**config.mk**
```make
export PLATFORM = sky130hd
export DESIGN_NAME = alarm_ring_snooze_controller
export DESIGN_NICKNAME = d
export VERILOG_FILES = /design/src/sv/arsc_pkg.sv /design/src/sv/arsc_front.sv /design/src/sv/arsc_back.sv /design/src/sv/alarm_ring_snooze_controller.sv
export VERILOG_INCLUDE_DIRS = /design/src /design/src/sv
export SDC_FILE = /design/constraint.sdc
export NUM_CORES = 1
export LEC_CHECK = 0
export BUFFER_PORTS_ARGS = -buffer_cell sky130_fd_sc_hd__buf_2
export CORE_MARGIN = 2
export CORE_UTILIZATION = 50
export DETAILED_ROUTE_END_ITERATION = 6
export GPL_TIMING_DRIVEN = 0
export PLACE_DENSITY = 0.69
export SETUP_SLACK_MARGIN = 0.05
export SLEW_MARGIN = 10
export SYNTH_ARGS = -nofsm -noshare
export SYNTH_HDL_FRONTEND = slang
export SYNTH_SLANG_ARGS = --single-unit
```
**constraint.sdc**
```tcl
create_clock -name clk -period 6.95 [get_ports clk]
set_input_delay 1.0425 -clock clk [delete_from_list [all_inputs] [get_ports clk]]
set_output_delay 1.0425 -clock clk [all_outputs]
set_load 0.01 [all_outputs]
```
**src/sv/alarm_ring_snooze_controller_assert.svh**
```systemverilog
// Assertion macros for the alarm ring and snooze controller.
`ifndef ALARM_RING_SNOOZE_CONTROLLER_ASSERT_SVH
`define ALARM_RING_SNOOZE_CONTROLLER_ASSERT_SVH

// Same-cycle implication, checked on every rising edge outside reset.
`define ARSC_ASSERT_NOW(lbl, ante, cons, msg) \
    lbl: assert property (@(posedge clk) disable iff (!rst_n) (ante) |-> (cons)) \
        else $error(msg);

// Next-cycle implication, checked on every rising edge outside reset.
`define ARSC_ASSERT_NEXT(lbl, ante, cons, msg) \
    lbl: assert property (@(posedge clk) disable iff (!rst_n) (ante) |=> (cons)) \
        else $error(msg);

`endif

```
**src/sv/arsc_pkg.sv**
```systemverilog
// Package with types and constants shared by the alarm ring and snooze controller.
`timescale 1ns / 1ps
package arsc_pkg;

    localparam int unsigned QDEPTH = 2;
    localparam int unsigned QPTR_W = $clog2(QDEPTH);
    localparam int unsigned QCNT_W = $clog2(QDEPTH + 1);

    localparam logic [19:0] RING_DURATION_RST   = 20'd60000;
    localparam logic [19:0] SNOOZE_INTERVAL_RST = 20'd300000;
    localparam logic [19:0] VIBRO_DELAY_RST     = 20'd30000;
    localparam logic [15:0] VIBRO_PERIOD_RST    = 16'd2000;
    localparam logic [2:0]  MAX_SNOOZES_RST     = 3'd3;

    localparam logic [19:0] ELAPSED_MAX = 20'hFFFFF;
    localparam logic [15:0] VIBRO_MAX   = 16'hFFFF;
    localparam logic [2:0]  COUNT_MAX   = 3'd7;

    typedef enum logic [2:0] {
        REG_ALARM_ENABLE    = 3'd0,
        REG_RING_DURATION   = 3'd1,
        REG_SNOOZE_INTERVAL = 3'd2,
        REG_VIBRO_DELAY     = 3'd3,
        REG_VIBRO_PERIOD    = 3'd4,
        REG_MAX_SNOOZES     = 3'd5
    } reg_index_t;

    typedef struct packed {
        logic rtc_match;
        logic stop_press;
        logic snooze_press;
    } tick_t;

    typedef struct packed {
        logic ringing;
        logic sound_start;
        logic sound_stop;
        logic motor_on;
        logic snooze_on;
        logic sleep_request;
        logic [2:0] snoozes_used;
    } result_t;

    typedef struct packed {
        logic match;
        logic stop_req;
        logic snooze_req;
    } cmd_t;

    typedef struct packed {
        logic        alarm_enable;
        logic [19:0] ring_duration;
        logic [19:0] snooze_interval;
        logic [19:0] vibro_delay;
        logic [15:0] vibro_period;
        logic [2:0]  max_snoozes;
    } cfg_t;

endpackage

```
**src/sv/arsc_front.sv**
```systemverilog
// Front end: accepts ticks, classifies them and queues commands for the back end.
`timescale 1ns / 1ps
module arsc_front (
    input  logic            clk,
    input  logic            rst_n,
    input  logic            tick_valid,
    output logic            tick_stall,
    input  arsc_pkg::tick_t tick,
    output logic            cmd_valid,
    output arsc_pkg::cmd_t  cmd,
    input  logic            cmd_pop
);
    import arsc_pkg::*;

    cmd_t              q_mem_reg [QDEPTH];
    logic [QPTR_W-1:0] wr_ptr_reg, wr_ptr_next;
    logic [QPTR_W-1:0] rd_ptr_reg, rd_ptr_next;
    logic [QCNT_W-1:0] count_reg, count_next;
    logic              push;
    logic              pop;
    cmd_t              cmd_in;

    assign tick_stall = (count_reg == QCNT_W'(QDEPTH));
    assign push       = tick_valid && !tick_stall;
    assign pop        = cmd_pop && (count_reg != '0);
    assign cmd_valid  = (count_reg != '0);
    assign cmd        = q_mem_reg[rd_ptr_reg];

    always_comb
    begin
        cmd_in.match      = tick.rtc_match;
        cmd_in.stop_req   = tick.stop_press;
        cmd_in.snooze_req = tick.snooze_press && !tick.stop_press;
    end

    always_comb
    begin
        wr_ptr_next = wr_ptr_reg;
        rd_ptr_next = rd_ptr_reg;
        count_next  = count_reg;
        if (push)
        begin
            wr_ptr_next = (wr_ptr_reg == QPTR_W'(QDEPTH - 1)) ? '0 : wr_ptr_reg + 1'b1;
        end
        if (pop)
        begin
            rd_ptr_next = (rd_ptr_reg == QPTR_W'(QDEPTH - 1)) ? '0 : rd_ptr_reg + 1'b1;
        end
        if (push && !pop)
        begin
            count_next = count_reg + 1'b1;
        end
        else if (pop && !push)
        begin
            count_next = count_reg - 1'b1;
        end
    end

    always_ff @(posedge clk or negedge rst_n)
    begin
        if (!rst_n)
        begin
            wr_ptr_reg <= '0;
            rd_ptr_reg <= '0;
            count_reg  <= '0;
        end
        else
        begin
            wr_ptr_reg <= wr_ptr_next;
            rd_ptr_reg <= rd_ptr_next;
            count_reg  <= count_next;
        end
    end

    always_ff @(posedge clk)
    begin
        if (push)
        begin
            q_mem_reg[wr_ptr_reg] <= cmd_in;
        end
    end

endmodule

```
**src/sv/arsc_back.sv**
```systemverilog
// Back end: ring, snooze and vibration state update and the result register.
`timescale 1ns / 1ps
`include "alarm_ring_snooze_controller_assert.svh"
module arsc_back (
    input  logic              clk,
    input  logic              rst_n,
    input  arsc_pkg::cfg_t    cfg,
    input  logic              cmd_valid,
    input  arsc_pkg::cmd_t    cmd,
    output logic              cmd_pop,
    output logic              result_valid,
    input  logic              result_stall,
    output arsc_pkg::result_t result
);
    import arsc_pkg::*;

    logic        ring_active_reg, ring_active_next;
    logic [19:0] ring_elapsed_reg, ring_elapsed_next;
    logic        snooze_active_reg, snooze_active_next;
    logic [19:0] snooze_elapsed_reg, snooze_elapsed_next;
    logic [2:0]  snooze_count_reg, snooze_count_next;
    logic        motor_level_reg, motor_level_next;
    logic [15:0] vibro_elapsed_reg, vibro_elapsed_next;
    logic        result_valid_reg;
    result_t     result_reg, result_next;
    logic        start, stop, sleep;

    assign cmd_pop      = cmd_valid && (!result_valid_reg || !result_stall);
    assign result_valid = result_valid_reg;
    assign result       = result_reg;

    always_comb
    begin
        ring_elapsed_next   = (ring_elapsed_reg == ELAPSED_MAX) ? ELAPSED_MAX
                                                                : ring_elapsed_reg + 1'b1;
        snooze_elapsed_next = (snooze_elapsed_reg == ELAPSED_MAX) ? ELAPSED_MAX
                                                                  : snooze_elapsed_reg + 1'b1;
        vibro_elapsed_next  = (vibro_elapsed_reg == VIBRO_MAX) ? VIBRO_MAX
                                                               : vibro_elapsed_reg + 1'b1;
        ring_active_next    = ring_active_reg;
        snooze_active_next  = snooze_active_reg;
        snooze_count_next   = snooze_count_reg;
        motor_level_next    = motor_level_reg;
        start = 1'b0;
        stop  = 1'b0;
        sleep = 1'b0;

        if (cmd.match)
        begin
            snooze_count_next = '0;
            if (cfg.alarm_enable && !ring_active_next)
            begin
                ring_active_next  = 1'b1;
                ring_elapsed_next = '0;
                start = 1'b1;
            end
        end

        if (ring_active_next)
        begin
            if (cmd.stop_req)
            begin
                ring_active_next   = 1'b0;
                ring_elapsed_next  = '0;
                motor_level_next   = 1'b0;
                stop               = 1'b1;
                snooze_active_next = 1'b0;
            end
            else if ((ring_elapsed_next >= cfg.ring_duration) || cmd.snooze_req)
            begin
                ring_active_next  = 1'b0;
                ring_elapsed_next = '0;
                motor_level_next  = 1'b0;
                stop              = 1'b1;
                if (snooze_count_next < cfg.max_snoozes)
                begin
                    snooze_active_next  = 1'b1;
                    snooze_elapsed_next = '0;
                end
                else
                begin
                    snooze_active_next = 1'b0;
                    sleep = 1'b1;
                end
            end
            if (ring_active_next && (ring_elapsed_next > cfg.vibro_delay) &&
                (vibro_elapsed_next > cfg.vibro_period))
            begin
                motor_level_next   = !motor_level_next;
                vibro_elapsed_next = '0;
            end
        end

        if (snooze_active_next && (snooze_elapsed_next > cfg.snooze_interval))
        begin
            if (cfg.alarm_enable && !ring_active_next)
            begin
                ring_active_next  = 1'b1;
                ring_elapsed_next = '0;
                start = 1'b1;
            end
            snooze_elapsed_next = '0;
            snooze_count_next   = (snooze_count_next == COUNT_MAX) ? COUNT_MAX
                                                                   : snooze_count_next + 1'b1;
        end

        result_next.ringing       = ring_active_next;
        result_next.sound_start   = start;
        result_next.sound_stop    = stop;
        result_next.motor_on      = motor_level_next;
        result_next.snooze_on     = snooze_active_next;
        result_next.sleep_request = sleep;
        result_next.snoozes_used  = snooze_count_next;
    end

    always_ff @(posedge clk or negedge rst_n)
    begin
        if (!rst_n)
        begin
            ring_active_reg    <= 1'b0;
            ring_elapsed_reg   <= '0;
            snooze_active_reg  <= 1'b0;
            snooze_elapsed_reg <= '0;
            snooze_count_reg   <= '0;
            motor_level_reg    <= 1'b0;
            vibro_elapsed_reg  <= '0;
            result_valid_reg   <= 1'b0;
        end
        else
        begin
            if (cmd_pop)
            begin
                ring_active_reg    <= ring_active_next;
                ring_elapsed_reg   <= ring_elapsed_next;
                snooze_active_reg  <= snooze_active_next;
                snooze_elapsed_reg <= snooze_elapsed_next;
                snooze_count_reg   <= snooze_count_next;
                motor_level_reg    <= motor_level_next;
                vibro_elapsed_reg  <= vibro_elapsed_next;
                result_valid_reg   <= 1'b1;
            end
            else if (!result_stall)
            begin
                result_valid_reg <= 1'b0;
            end
        end
    end

    always_ff @(posedge clk)
    begin
        if (cmd_pop)
        begin
            result_reg <= result_next;
        end
    end

    `ARSC_ASSERT_NOW(a_motor_idle, !ring_active_reg, !motor_level_reg,
        "Motor on while not ringing.")
    `ARSC_ASSERT_NOW(a_sleep_no_snooze, result_valid_reg && result_reg.sleep_request,
        !result_reg.snooze_on, "Sleep request with snooze still active.")
    `ARSC_ASSERT_NOW(a_stop_motor_off, result_valid_reg && result_reg.sound_stop,
        !result_reg.motor_on, "Motor still on in the tick ringing ended.")
    `ARSC_ASSERT_NEXT(a_pop_updates, cmd_pop,
        result_valid_reg && (result_reg.ringing == ring_active_reg),
        "Result does not match the updated ring state.")

endmodule

```
**src/sv/alarm_ring_snooze_controller.sv**
```systemverilog
// Top level of the alarm ring and snooze controller with its configuration registers.
// A tick is queued in the front end, then its result is registered in the back end.
// Throughput: one tick per cycle unless a result stall holds the back end.
// A two-entry queue between front and back end buffers ticks while the result stalls.
// Reset is asynchronous, active low; it clears control state and loads register defaults.
`timescale 1ns / 1ps
module alarm_ring_snooze_controller (
    input  logic              clk,
    input  logic              rst_n,
    input  logic              tick_valid,
    output logic              tick_stall,
    input  arsc_pkg::tick_t   tick,
    output logic              result_valid,
    input  logic              result_stall,
    output arsc_pkg::result_t result,
    input  logic              cfg_valid,
    output logic              cfg_ready,
    input  logic [2:0]        cfg_index,
    input  logic [19:0]       cfg_data
);
    import arsc_pkg::*;

    cfg_t cfg_reg, cfg_next;
    logic cmd_valid;
    logic cmd_pop;
    cmd_t cmd;

    assign cfg_ready = 1'b1;

    always_comb
    begin
        cfg_next = cfg_reg;
        if (cfg_valid && cfg_ready)
        begin
            case (reg_index_t'(cfg_index))
                REG_ALARM_ENABLE:    cfg_next.alarm_enable    = cfg_data[0];
                REG_RING_DURATION:   cfg_next.ring_duration   = cfg_data;
                REG_SNOOZE_INTERVAL: cfg_next.snooze_interval = cfg_data;
                REG_VIBRO_DELAY:     cfg_next.vibro_delay     = cfg_data;
                REG_VIBRO_PERIOD:    cfg_next.vibro_period    = cfg_data[15:0];
                REG_MAX_SNOOZES:     cfg_next.max_snoozes     = cfg_data[2:0];
                default:             cfg_next = cfg_reg;
            endcase
        end
    end

    always_ff @(posedge clk or negedge rst_n)
    begin
        if (!rst_n)
        begin
            cfg_reg.alarm_enable    <= 1'b0;
            cfg_reg.ring_duration   <= RING_DURATION_RST;
            cfg_reg.snooze_interval <= SNOOZE_INTERVAL_RST;
            cfg_reg.vibro_delay     <= VIBRO_DELAY_RST;
            cfg_reg.vibro_period    <= VIBRO_PERIOD_RST;
            cfg_reg.max_snoozes     <= MAX_SNOOZES_RST;
        end
        else
        begin
            cfg_reg <= cfg_next;
        end
    end

    arsc_front u_front (
        .clk        (clk),
        .rst_n      (rst_n),
        .tick_valid (tick_valid),
        .tick_stall (tick_stall),
        .tick       (tick),
        .cmd_valid  (cmd_valid),
        .cmd        (cmd),
        .cmd_pop    (cmd_pop)
    );

    arsc_back u_back (
        .clk          (clk),
        .rst_n        (rst_n),
        .cfg          (cfg_reg),
        .cmd_valid    (cmd_valid),
        .cmd          (cmd),
        .cmd_pop      (cmd_pop),
        .result_valid (result_valid),
        .result_stall (result_stall),
        .result       (result)
    );

endmodule

```
==> flow_summary.ini <==
[floorplan]
initial_core_util = 0.5046
die_x_microns = 143.5
io_pins = 43
chipHeight_microns = 143.5
rows = 51
coreArea_sq_mm = 0.01927
dieArea_sq_mm = 0.02058

[final_layout]
drive_gt1_frac = 0.1487
final_cell_mix = nand2_1 (175), dfrtp_1 (116), inv_1 (107), o21ai_0 (107), ha_1 (83)
diodes = 0
syn_to_final_growth_pct = 12.79
layout_commonest_cell = nand2_1
largest_register_ffs = 80
fin_cells = 1422
fin_nets = 1258

[timing]
drv_slew = 0
rsz0062_at_grt = yes
hold_violations = 0
timing.slew.headroom = 0.1308
fin_skew_ns = 0.01013
layout_setup_ws_ns = 0.3890
tightest_slew_ns = 1.295
min_period_ns = 6.561
fmax_mhz = 152.4
period_share = 0.9440
setup_viol = 0

[place]
detailed_place_hpwl_microns = 18450
io_buffer_count = 41
dp_worst_setup_slack_ns = -0.3471
dp_cells = 1389
globalplace.congestion = 0.9007

[yosys]
muxShareOfSynthArea = 0.04683
synth_xor_area_frac = 0.03603
synthArstFlopShare = 0.9074
synthFlopType = dfrtp_1
yosysTopAreaCell = dfrtp_1
ys_seq_elements = 162
yosysSeqAreaShare = 0.4285
synth_top_family_by_area = simple AND/OR/NAND/NOR gates
yosys.area_share.simple = 0.1633
synthCells = 1082
synth.avg_cell_area_sq_um = 8.987
synthAdderAreaFrac = 0.1068
yosysTopAreaCellShare = 0.3011
synth_warnings = 0
synth_compound_area_frac = 0.1550
netlist_area_sq_mm = 0.009724
ys_top_cells_by_area = dfrtp_1 (30%), ha_1 (11%), dfstp_2 (8.1%)
synth_edf_count = 15
syn-num-nets = 1196
ys_types = 62

[clock_tree]
cts_max_level = 4
clockBufferDepth = 2
cts_root_buffer = clkbuf_16
cts_hold_buf = 0
path_clk_slew_ns = 0.07
cts_made_buffers = 17
cts_tree = yes
clock_latency_ns = 0.43
cts.sink_count = 162

[route]
wl_per_cell_microns = 17.97
drtPass1Iterations = 5
via_count = 8058
viasPerCell = 5.667
drc = 0
ant_nets = 0
drt_iter0_markers = 644
drt-total-wl_microns = 25550

[worst_setup_path]
r2r_cells = 28
worstPathMaxFanout = 10
critPathMaxStageDelay_ns = 0.44
cp.required_ns = 7.27
worst-setup-path-type = reg2reg
crit_path_start_kind = register
worstSetupEndpointType = register
worstPathArrival_ns = 6.88
slowest_stage = dfrtp_2

[power_and_ir_drop]
ir_worst_vdd_mv = 0.2527
power.density_mw_per_mm2 = 307.0
leakagePower_nw = 5.084

[grt]
antenna_found_initial = 0
grt_pass1_vias = 7631
grt_max_degree = 97
grt_overflow = 0
grt_use_total = 0.2599
grt_pass1_wl_microns = 40650

[job]
maxCapViolations = 0

[outcome]
run_status = complete, no violations

[min_path]
min_path_cells = 1
min_path_type = reg2reg
-- worst max-delay path, delay by kind of cell (launching register included) --
family                     cells  cell delay, ns
AOI/OAI and AO/OA             11            2.58
buffers and inverters          6            1.33
and+or+nand+nor                8            1.28
adders and majority gates      3            0.78
DFF                            1            0.44
-- area by class of cell --
cell class / instances / area [sq um]
Timing Repair Buffer: 43 / 250.2
Clock buffer: 18 / 439.2
Fill cell: 1778 / 8303
Tap cell: 265 / 331.6
Inverter: 108 / 405.4
Multi-Input combinational cell: 764 / 4979
Sequential cell: 162 / 4168
Clock inverter: 14 / 175.2
Buffer: 48 / 220.2
-- metal layers --
metal  track usage  vias to the layer above  wire, microns
met5             0                        -              0
met2        0.4128                      237          11930
li1              -                     3871              -
met1        0.3522                     3900          11370
met3       0.04998                       50           1517
met4        0.1022                        0            739
-- cells in the mapped netlist, types with 3 or more instances --
master	number
a211o_1	3
a211oi_1	7
a21o_1	20
a21oi_1	63
a22o_1	3
a311oi_1	3
a31o_2	5
a31oi_1	7
and2_1	5
and3_1	8
and4_1	9
buf_6	3
clkbuf_1	42
dfrtp_1	117
dfstp_2	30
edfxtp_1	15
ha_1	83
inv_1	107
mux2_2	31
mux2i_1	8
nand2_1	175
nand2b_1	4
nand3_1	20
nand4_1	18
nor2_1	56
nor2b_1	8
nor3_1	17
o21a_1	6
o21ai_0	108
o21bai_1	5
o22ai_1	5
o31ai_1	4
or2_2	7
or3_1	3
xnor2_1	24
xor2_1	16
-- final timing paths --
path / slack (ns) / from / to
min reg2reg: 0.49 / u_back.motor_level_reg / u_back.motor_level_reg
max in group asynchronous: 5.61 / rst_n / cfg_reg[23]
max: 0.39 / u_back.ring_elapsed_reg[0] / u_back.vibro_elapsed_reg[3]
min: 0.49 / u_back.motor_level_reg / u_back.motor_level_reg
min in group asynchronous: 0.52 / rst_n / u_back.snooze_elapsed_reg[11]
max reg2reg: 0.39 / u_back.ring_elapsed_reg[0] / u_back.vibro_elapsed_reg[3]
-- where the power goes --
group	leakage, nW	switching, mW	internal [mW]
clock network	0.294	0.416	0.580
logic	2.82	0.697	0.386
registers	1.97	0.108	1.18
total	5.08	1.22	2.15
-- stage by stage --
stage	power, mW	util	cell area (sq um)	hold slack (ns)	setup TNS [ns]
final	3.367	0.5691	10970	0.4858	0
after global routing	3.554	0.5691	10970	0.5132	0
after CTS	3.363	0.5671	10930	0.4788	0
after detailed placement	2.354	0.5344	10300	0.4699	-4.339
after global placement	2.317	0.5325	10260	0.4625	-2.594
after floorplan	1.990	-	9724	0.4504	0
-- timing repair --
action,CTS,global route
pin swaps,0,1
setup buffers,0,1
gates resized for setup,5,22
setup endpoints to repair,28,67
-- kinds of logic after synthesis --
group | after synthesis
other | 1
AOI/OAI and AO/OA | 255
DFF | 162
xor gates and xnor gates | 40
muxes | 41
adders and majority gates | 83
and+or+nand+nor | 344
buffers and inverters | 156
Power figures use the tool's default switching activity.
